$ cat config.mk
export PLATFORM = sky130hd
export DESIGN_NAME = irc_message_tokenizer_flat
export DESIGN_NICKNAME = d
export VERILOG_FILES = /design/src/sv/imt_pkg.sv /design/src/sv/imt_ifs.sv /design/src/sv/imt_in_stage.sv /design/src/sv/imt_parser.sv /design/src/sv/imt_out_stage.sv /design/src/sv/irc_message_tokenizer.sv /design/src/flat_wrapper.sv
export SDC_FILE = /design/constraint.sdc
export NUM_CORES = 1
export LEC_CHECK = 0
export BUFFER_PORTS_ARGS = -buffer_cell sky130_fd_sc_hd__buf_4
export CORE_ASPECT_RATIO = 1.75
export CORE_UTILIZATION = 50
export DETAILED_ROUTE_END_ITERATION = 10
export PLACE_DENSITY = 0.82
export SLEW_MARGIN = 40
export SYNTH_ARGS = -nofsm -noshare
export SYNTH_HDL_FRONTEND = slang
export SYNTH_SLANG_ARGS = --single-unit
export TNS_END_PERCENT = 100
$ cat constraint.sdc
create_clock -name clk -period 2.7 [get_ports clk]
set_input_delay 0.54 -clock clk [delete_from_list [all_inputs] [get_ports clk]]
set_output_delay 0.54 -clock clk [all_outputs]
set_load 0.02 [all_outputs]
$ cat src/sv/imt_pkg.sv
package imt_pkg;

    typedef enum logic [2:0] {
        ST_START  = 3'd0,
        ST_NICK   = 3'd1,
        ST_USER   = 3'd2,
        ST_HOST   = 3'd3,
        ST_CMD    = 3'd4,
        ST_PARAMS = 3'd5,
        ST_TRAIL  = 3'd6,
        ST_CRWAIT = 3'd7
    } parser_state_t;

    typedef enum logic [2:0] {
        KIND_DELIM   = 3'd0,
        KIND_NICK    = 3'd1,
        KIND_USER    = 3'd2,
        KIND_HOST    = 3'd3,
        KIND_CMD     = 3'd4,
        KIND_MIDDLE  = 3'd5,
        KIND_TRAIL   = 3'd6
    } field_kind_t;

    localparam logic [7:0] CH_COLON = 8'h3A;
    localparam logic [7:0] CH_BANG  = 8'h21;
    localparam logic [7:0] CH_AT    = 8'h40;
    localparam logic [7:0] CH_CR    = 8'h0D;
    localparam logic [7:0] CH_LF    = 8'h0A;
    localparam logic [7:0] CH_NUL   = 8'h00;
    localparam logic [7:0] CH_SPACE = 8'h20;
    localparam logic [7:0] CH_TAB   = 8'h09;

    typedef struct packed {
        logic [7:0]  out_byte;
        field_kind_t field_kind;
        logic [3:0]  param_index;
        logic        param_done;
        logic        message_done;
        logic        parse_error;
    } imt_result_t;

endpackage

$ cat src/sv/imt_ifs.sv
interface imt_byte_if;
    logic       valid;
    logic       ready;
    logic [7:0] in_byte;

    modport source (output valid, output in_byte, input ready);
    modport sink (input valid, input in_byte, output ready);
endinterface

interface imt_tok_if;
    logic       valid;
    logic       ready;
    logic [7:0] out_byte;
    logic [2:0] field_kind;
    logic [3:0] param_index;
    logic       param_done;
    logic       message_done;
    logic       parse_error;

    modport source (
        output valid, output out_byte, output field_kind, output param_index,
        output param_done, output message_done, output parse_error,
        input ready
    );
    modport sink (
        input valid, input out_byte, input field_kind, input param_index,
        input param_done, input message_done, input parse_error,
        output ready
    );
endinterface

$ cat src/sv/imt_in_stage.sv
module imt_in_stage (
    input  logic       clk,
    input  logic       rst_n,
    imt_byte_if.sink   bytes_in,
    input  logic       take,
    output logic       valid,
    output logic [7:0] data
);
    logic       valid_reg;
    logic       valid_next;
    logic [7:0] data_reg;
    logic       accept;

    assign bytes_in.ready = !valid_reg || take;
    assign accept         = bytes_in.valid && bytes_in.ready;

    always_comb
    begin
        valid_next = valid_reg;
        if (accept)
        begin
            valid_next = 1'b1;
        end
        else if (take)
        begin
            valid_next = 1'b0;
        end
    end

    always_ff @(posedge clk or negedge rst_n)
    begin
        if (!rst_n)
        begin
            valid_reg <= 1'b0;
        end
        else
        begin
            valid_reg <= valid_next;
        end
    end

    always_ff @(posedge clk)
    begin
        if (accept)
        begin
            data_reg <= bytes_in.in_byte;
        end
    end

    assign valid = valid_reg;
    assign data  = data_reg;
endmodule

$ cat src/sv/imt_parser.sv
module imt_parser #(
    parameter int MAX_PARAMS = 16
) (
    input  logic               clk,
    input  logic               rst_n,
    input  logic               step,
    input  logic [7:0]         cur_byte,
    output imt_pkg::imt_result_t res
);
    import imt_pkg::*;

    localparam int CW = (MAX_PARAMS > 2) ? $clog2(MAX_PARAMS) : 1;
    localparam logic [CW-1:0] COUNT_MAX = CW'(MAX_PARAMS - 1);

    parser_state_t state_reg;
    parser_state_t state_next;
    logic [CW-1:0] count_reg;
    logic [CW-1:0] count_next;
    logic [CW+3:0] count_ext;
    logic [3:0]    count_idx;
    logic          is_ws;
    logic          is_alnum;
    parser_state_t eff_state;
    logic          consumed;

    assign count_ext = (CW + 4)'(count_reg);
    assign count_idx = count_ext[3:0];

    assign is_ws = (cur_byte == CH_SPACE) || ((cur_byte >= CH_TAB) && (cur_byte <= CH_CR));
    assign is_alnum = ((cur_byte >= 8'h61) && (cur_byte <= 8'h7A))
                   || ((cur_byte >= 8'h41) && (cur_byte <= 8'h5A))
                   || ((cur_byte >= 8'h30) && (cur_byte <= 8'h39));

    // a start byte other than colon is the first command byte
    always_comb
    begin
        consumed  = 1'b0;
        eff_state = state_reg;
        if (state_reg == ST_START)
        begin
            if (cur_byte == CH_COLON)
            begin
                consumed = 1'b1;
            end
            else
            begin
                eff_state = ST_CMD;
            end
        end
    end

    // next state
    always_comb
    begin
        state_next = state_reg;
        count_next = count_reg;
        if (consumed)
        begin
            state_next = ST_NICK;
        end
        else
        begin
            case (eff_state)
                ST_NICK:
                begin
                    if (is_ws)                   state_next = ST_CMD;
                    else if (cur_byte == CH_BANG) state_next = ST_USER;
                    else if (cur_byte == CH_AT)   state_next = ST_HOST;
                end
                ST_USER:
                begin
                    if (is_ws)                  state_next = ST_CMD;
                    else if (cur_byte == CH_AT) state_next = ST_HOST;
                end
                ST_HOST:
                begin
                    if (is_ws) state_next = ST_CMD;
                end
                ST_CMD:
                begin
                    if (is_alnum)
                    begin
                        state_next = ST_CMD;
                    end
                    else if (cur_byte == CH_SPACE)
                    begin
                        state_next = ST_PARAMS;
                        count_next = '0;
                    end
                    else
                    begin
                        state_next = ST_START;
                        count_next = '0;
                    end
                end
                ST_PARAMS:
                begin
                    if (cur_byte == CH_COLON)
                    begin
                        state_next = ST_TRAIL;
                    end
                    else if (cur_byte == CH_CR)
                    begin
                        state_next = ST_CRWAIT;
                    end
                    else if (cur_byte == CH_LF)
                    begin
                        state_next = ST_START;
                        count_next = '0;
                    end
                    else if (cur_byte == CH_SPACE)
                    begin
                        if (count_reg < COUNT_MAX)
                        begin
                            count_next = count_reg + 1'b1;
                        end
                    end
                end
                ST_TRAIL:
                begin
                    if (cur_byte == CH_NUL || cur_byte == CH_LF)
                    begin
                        state_next = ST_START;
                        count_next = '0;
                    end
                    else if (cur_byte == CH_CR)
                    begin
                        state_next = ST_CRWAIT;
                    end
                end
                ST_CRWAIT:
                begin
                    if (cur_byte == CH_LF)
                    begin
                        state_next = ST_START;
                        count_next = '0;
                    end
                end
                default:
                begin
                    state_next = state_reg;
                end
            endcase
        end
    end

    // outputs
    always_comb
    begin
        res              = '0;
        res.out_byte     = cur_byte;
        res.field_kind   = KIND_DELIM;
        if (!consumed)
        begin
            case (eff_state)
                ST_NICK:
                begin
                    if (!is_ws && cur_byte != CH_BANG && cur_byte != CH_AT)
                        res.field_kind = KIND_NICK;
                end
                ST_USER:
                begin
                    if (!is_ws && cur_byte != CH_AT) res.field_kind = KIND_USER;
                end
                ST_HOST:
                begin
                    if (!is_ws) res.field_kind = KIND_HOST;
                end
                ST_CMD:
                begin
                    if (is_alnum)                   res.field_kind  = KIND_CMD;
                    else if (cur_byte != CH_SPACE) res.parse_error = 1'b1;
                end
                ST_PARAMS:
                begin
                    res.param_index = count_idx;
                    if (cur_byte == CH_COLON)
                    begin
                        res.param_done = 1'b0;
                    end
                    else if (cur_byte == CH_CR || cur_byte == CH_SPACE)
                    begin
                        res.param_done = 1'b1;
                    end
                    else if (cur_byte == CH_LF)
                    begin
                        res.param_done   = 1'b1;
                        res.message_done = 1'b1;
                    end
                    else
                    begin
                        res.field_kind = KIND_MIDDLE;
                    end
                end
                ST_TRAIL:
                begin
                    res.param_index = count_idx;
                    if (cur_byte == CH_NUL)
                    begin
                        res.parse_error = 1'b1;
                        res.param_index = '0;
                    end
                    else if (cur_byte == CH_CR)
                    begin
                        res.param_done = 1'b1;
                    end
                    else if (cur_byte == CH_LF)
                    begin
                        res.param_done   = 1'b1;
                        res.message_done = 1'b1;
                    end
                    else
                    begin
                        res.field_kind = KIND_TRAIL;
                    end
                end
                ST_CRWAIT:
                begin
                    res.param_index = count_idx;
                    if (cur_byte == CH_LF) res.message_done = 1'b1;
                end
                default:
                begin
                    res.field_kind = KIND_DELIM;
                end
            endcase
        end
    end

    always_ff @(posedge clk or negedge rst_n)
    begin
        if (!rst_n)
        begin
            state_reg <= ST_START;
            count_reg <= '0;
        end
        else if (step)
        begin
            state_reg <= state_next;
            count_reg <= count_next;
        end
    end
endmodule

$ cat src/sv/imt_out_stage.sv
module imt_out_stage (
    input  logic                clk,
    input  logic                rst_n,
    input  logic                load_req,
    input  imt_pkg::imt_result_t res,
    output logic                take,
    imt_tok_if.source           tokens_out
);
    import imt_pkg::*;

    logic        valid_reg;
    logic        valid_next;
    imt_result_t res_reg;

    assign take = load_req && (!valid_reg || tokens_out.ready);

    always_comb
    begin
        valid_next = valid_reg;
        if (take)
        begin
            valid_next = 1'b1;
        end
        else if (tokens_out.ready)
        begin
            valid_next = 1'b0;
        end
    end

    always_ff @(posedge clk or negedge rst_n)
    begin
        if (!rst_n)
        begin
            valid_reg <= 1'b0;
        end
        else
        begin
            valid_reg <= valid_next;
        end
    end

    always_ff @(posedge clk)
    begin
        if (take)
        begin
            res_reg <= res;
        end
    end

    assign tokens_out.valid        = valid_reg;
    assign tokens_out.out_byte     = res_reg.out_byte;
    assign tokens_out.field_kind   = res_reg.field_kind;
    assign tokens_out.param_index  = res_reg.param_index;
    assign tokens_out.param_done   = res_reg.param_done;
    assign tokens_out.message_done = res_reg.message_done;
    assign tokens_out.parse_error  = res_reg.parse_error;
endmodule

$ cat src/sv/irc_message_tokenizer.sv
// irc line tokenizer: one raw byte in, one tagged byte out
// bytes_in carries one byte of the stream per word (valid/ready)
// tokens_out carries the same byte with its field kind, parameter index
// and the param_done, message_done and parse_error flags
// each byte goes through an input register, the per-byte parser logic
// and a result register: a byte accepted into the input register is
// offered on tokens_out once the result register has loaded it
// throughput is one word per cycle while tokens_out does not stall,
// otherwise limited only by the single parser state update per byte
// when tokens_out stalls, the result register holds its word and the input
// register holds the next byte; bytes_in drops ready once both are full
// and resumes in the same cycle the receiver takes a word
// reset clears both stage valids, returns the parser to its start state
// and the parameter count to zero; words in flight are dropped
// MAX_PARAMS sets where the parameter index saturates
module irc_message_tokenizer #(
    parameter int MAX_PARAMS = 16
) (
    input  logic      clk,
    input  logic      rst_n,
    imt_byte_if.sink  bytes_in,
    imt_tok_if.source tokens_out
);
    import imt_pkg::*;

    logic        s1_valid;
    logic [7:0]  s1_byte;
    logic        advance;
    imt_result_t parsed;

    imt_in_stage u_in (
        .clk      (clk),
        .rst_n    (rst_n),
        .bytes_in (bytes_in),
        .take     (advance),
        .valid    (s1_valid),
        .data     (s1_byte)
    );

    imt_parser #(
        .MAX_PARAMS (MAX_PARAMS)
    ) u_parser (
        .clk      (clk),
        .rst_n    (rst_n),
        .step     (advance),
        .cur_byte (s1_byte),
        .res      (parsed)
    );

    imt_out_stage u_out (
        .clk        (clk),
        .rst_n      (rst_n),
        .load_req   (s1_valid),
        .res        (parsed),
        .take       (advance),
        .tokens_out (tokens_out)
    );
endmodule

$ cat src/flat_wrapper.sv
// flat-port wrapper written by rule: the top's interface ports become plain ports
module irc_message_tokenizer_flat import imt_pkg::*;
#(
    parameter int MAX_PARAMS = 16
)
  (clk, rst_n, bytes_in_valid, bytes_in_in_byte, bytes_in_ready, tokens_out_valid, tokens_out_out_byte, tokens_out_field_kind, tokens_out_param_index, tokens_out_param_done, tokens_out_message_done, tokens_out_parse_error, tokens_out_ready);
  imt_byte_if bytes_in_i ();
  imt_tok_if tokens_out_i ();
  input  logic clk;
  input  logic rst_n;
  input wire logic [$bits(bytes_in_i.valid)-1:0] bytes_in_valid;
  input wire logic [$bits(bytes_in_i.in_byte)-1:0] bytes_in_in_byte;
  output wire logic [$bits(bytes_in_i.ready)-1:0] bytes_in_ready;
  output wire logic [$bits(tokens_out_i.valid)-1:0] tokens_out_valid;
  output wire logic [$bits(tokens_out_i.out_byte)-1:0] tokens_out_out_byte;
  output wire logic [$bits(tokens_out_i.field_kind)-1:0] tokens_out_field_kind;
  output wire logic [$bits(tokens_out_i.param_index)-1:0] tokens_out_param_index;
  output wire logic [$bits(tokens_out_i.param_done)-1:0] tokens_out_param_done;
  output wire logic [$bits(tokens_out_i.message_done)-1:0] tokens_out_message_done;
  output wire logic [$bits(tokens_out_i.parse_error)-1:0] tokens_out_parse_error;
  input wire logic [$bits(tokens_out_i.ready)-1:0] tokens_out_ready;
  assign bytes_in_i.valid = bytes_in_valid;
  assign bytes_in_i.in_byte = bytes_in_in_byte;
  assign bytes_in_ready = bytes_in_i.ready;
  assign tokens_out_valid = tokens_out_i.valid;
  assign tokens_out_out_byte = tokens_out_i.out_byte;
  assign tokens_out_field_kind = tokens_out_i.field_kind;
  assign tokens_out_param_index = tokens_out_i.param_index;
  assign tokens_out_param_done = tokens_out_i.param_done;
  assign tokens_out_message_done = tokens_out_i.message_done;
  assign tokens_out_parse_error = tokens_out_i.parse_error;
  assign tokens_out_i.ready = tokens_out_ready;
  irc_message_tokenizer #(.MAX_PARAMS(MAX_PARAMS)) u_core (.clk(clk), .rst_n(rst_n), .bytes_in(bytes_in_i), .tokens_out(tokens_out_i));
endmodule
==> insert_results.sql <==
INSERT INTO impl_metrics (metric_group, metric, value, unit) VALUES
('logic_synthesis', 'synthCells', '179', ''),
('worst_setup_path', 'reg2regPathDepth', '6', ''),
('final_layout', 'antenna_cells', '0', ''),
('route', 'finalWirelength', '4180', 'um'),
('timing', 'worst_slack', '301', 'ps'),
('floorplan', 'starting_density_of_the_core', '52.3', '%'),
('worst_setup_path', 'path_cells', 'or4_4, a2111oi_4, o32ai_2, nor3b_4, o311a_2, mux2i_1', ''),
('timing', 'final-setup-viol-count', '0', ''),
('run', 'max_cap_viol_count', '0', ''),
('clocking', 'clock_path_buffers', '2', ''),
('clocking', 'cts.clk_slew.worst_paths', '70', 'ps'),
('placed_design', 'placement.io_buffers', '31', ''),
('final_layout', 'utilization', '63.7', '%'),
('route', 'drt_first_iter_violations', '61', ''),
('final_layout', 'layout-drive-gt1-share', '25.9', '%'),
('final_layout', 'design.final.nets', '228', ''),
('floorplan', 'floorplan.die.height', '83.1', 'um'),
('worst_setup_path', 'critPathSlowestCell', 'or4_4', ''),
('worst_setup_path', 'startpoint_of_the_most_critical_register_to_register_path', 'u_core.u_in.data[7]$_DFFE_PP_', ''),
('global_route', 'grt_max_degree', '16', ''),
('route', 'drtPass1Iterations', '5', ''),
('final_layout', 'most_common_cell_after_layout_fill_and_taps_aside', 'buf_4', ''),
('global_route', 'grtUsageMet3', '4.76', '%'),
('placed_design', 'detailedPlacementHpwl', '3140', 'um'),
('placed_design', 'placed_area', '2190', 'sq um'),
('route', 'routedWlPerCell', '16.0', 'um'),
('clocking', 'clkSinkCount', '35', ''),
('worst_setup_path', 'start_kind', 'register', ''),
('floorplan', 'die-width', '48.3', 'um'),
('worst_setup_path', 'crit_path_end_kind', 'register', ''),
('worst_setup_path', 'timing.critical_path.max_delay_family', 'simple AND/OR/NAND/NOR gates', ''),
('floorplan', 'core_area', '3590', 'sq um'),
('global_route', 'grt.overflow.total', '0', ''),
('final_layout', 'final_area', '2290', 'sq um'),
('clocking', 'cts.repair.resized', '0', ''),
('timing', 'max-slew-margin-rel', '50.8', '%'),
('worst_setup_path', 'regToRegEndpoint', 'u_core.u_parser.count_idx[1]$_DFFE_PN0P_', ''),
('global_route', 'use_met2', '40.7', '%'),
('global_route', 'track_usage', '23.1', '%'),
('logic_synthesis', 'number_of_synthesized_flops_with_an_enable_pin', '26', ''),
('route', 'drtAntennaViolNets', '0', ''),
('timing', 'period_minus_slack', '2400', 'ps'),
('placed_design', 'placement_stage_worst_setup_slack', '350', 'ps'),
('route', 'remaining_drc_errors', '0', ''),
('timing', 'final_hold_slack', '55.7', 'ps'),
('logic_synthesis', 'ys_async_sr_fraction', '25.7', '%'),
('clocking', 'cts_htree_levels', '2', ''),
('pwr', 'report.power.total', '1.73', 'mW'),
('pwr', 'fraction_of_power_consumed_by_sequential_logic', '44.7', '%'),
('clocking', 'clk-insertion-delay-late', '290', 'ps'),
('logic_synthesis', 'synth_cell_type_count', '50', ''),
('global_route', 'groute.layer.met1.usage', '24.2', '%'),
('outcome', 'outcome', 'finished clean', ''),
('timing', 'max_freq', '417', 'MHz'),
('timing', 'timing.setup.tns', '0', 'ps'),
('final_layout', 'flow.area_growth_from_synthesis', '21.7', '%'),
('pwr', 'p_clk_share', '22.8', '%'),
('clocking', 'cts_setup_buffers', '0', ''),
('logic_synthesis', 'synth.yosys.seq_area_share', '53.5', '%'),
('worst_setup_path', 'cp_data_arrival_time', '2610', 'ps'),
('logic_synthesis', 'synth.net_count', '192', ''),
('timing', 'slew_viol_final', '0', ''),
('timing', 'tightest_slew', '732', 'ps'),
('timing', 'report.final.hold_viol_count', '0', ''),
('placed_design', 'placedCellCount', '254', ''),
('worst_setup_path', 'reg2reg_setup_slack', '300', 'ps'),
('final_layout', 'final_cell_mix', 'buf_4 (40), edfxtp_1 (26), nor2_1 (19)', ''),
('logic_synthesis', 'post_synthesis_sequential_element_count', '35', ''),
('clocking', 'holdBufCountCts', '0', ''),
('worst_setup_path', 'critical_path_peak_fanout', '8', ''),
('final_layout', 'final.fill_count', '290', '');
power groups by stage:
stage	clock network [mW]	registers [mW]	logic (mW)
6_report	0.394	0.772	0.562
5_1_grt	0.428	0.780	0.621
4_1_cts	0.404	0.765	0.556
3_5_place_dp	0	0.776	0.554
3_3_place_gp	0	0.775	0.546
2_1_floorplan	0	0.768	0.389
logic make-up after synthesis:
kind of cell / share of synthesized area, %
flip-flops: 53.5
buffers and inverters: 3.20
AO/OA/AOI/OAI: 18.8
AND/OR/NAND/NOR: 23.3
adder cells (fa/ha/maj): 0.666
multiplexers: 0.533
synth_stat cells, types with 2 or more instances:
library cell / number / area share (%)
nand2_1: 18 / 3.6
nand3_1: 6 / 1.6
nor2_1: 19 / 3.8
and2_1: 7 / 2.3
dfrtp_1: 9 / 12
nand3b_1: 2 / 0.80
nand2b_1: 6 / 2.0
o211ai_1: 2 / 0.80
or3_1: 2 / 0.67
clkbuf_1: 9 / 1.8
a31oi_1: 4 / 1.3
nor3_1: 4 / 1.1
inv_1: 3 / 0.60
o21ai_0: 9 / 2.4
o21a_1: 3 / 1.2
nor4_1: 4 / 1.3
a21oi_1: 11 / 2.9
o221ai_1: 2 / 0.93
o22a_1: 2 / 0.93
a41oi_1: 2 / 0.93
edfxtp_1: 26 / 42
worst max path at each step:
stage                                   from                                        to  slack [ps]  cells after the start
5_1_grt        u_core.u_in.data[0]$_DFFE_PP_  u_core.u_parser.count_idx[1]$_DFFE_PN0P_         130                      6
4_1_cts        u_core.u_in.data[7]$_DFFE_PP_  u_core.u_parser.count_idx[1]$_DFFE_PN0P_         330                      6
3_5_place_dp   u_core.u_in.data[7]$_DFFE_PP_  u_core.u_parser.count_idx[1]$_DFFE_PN0P_         350                      6
2_1_floorplan  u_core.u_in.data[4]$_DFFE_PP_  u_core.u_parser.count_idx[1]$_DFFE_PN0P_         410                      7
3_3_place_gp   u_core.u_in.data[7]$_DFFE_PP_  u_core.u_parser.count_idx[1]$_DFFE_PN0P_         400                      6
6_report       u_core.u_in.data[7]$_DFFE_PP_  u_core.u_parser.count_idx[1]$_DFFE_PN0P_         300                      6
layout make-up:
type	count	area, sq um	share of cell area [%]
Clock buffer	6	82.6	3.61
Clock inverter	2	16.3	0.711
Inverter	3	11.3	0.492
Multi-Input combinational cell	130	813	35.6
Sequential cell	35	1010	44.0
Tap cell	46	57.6	2.52
Timing Repair Buffer	40	300	13.1
layer usage:
layer	up-vias	wire, um
li1	752	-
met1	743	1450
met2	72	2300
met3	25	219
met4	0	214
met5	-	0
(Power assumes the default switching activity.)
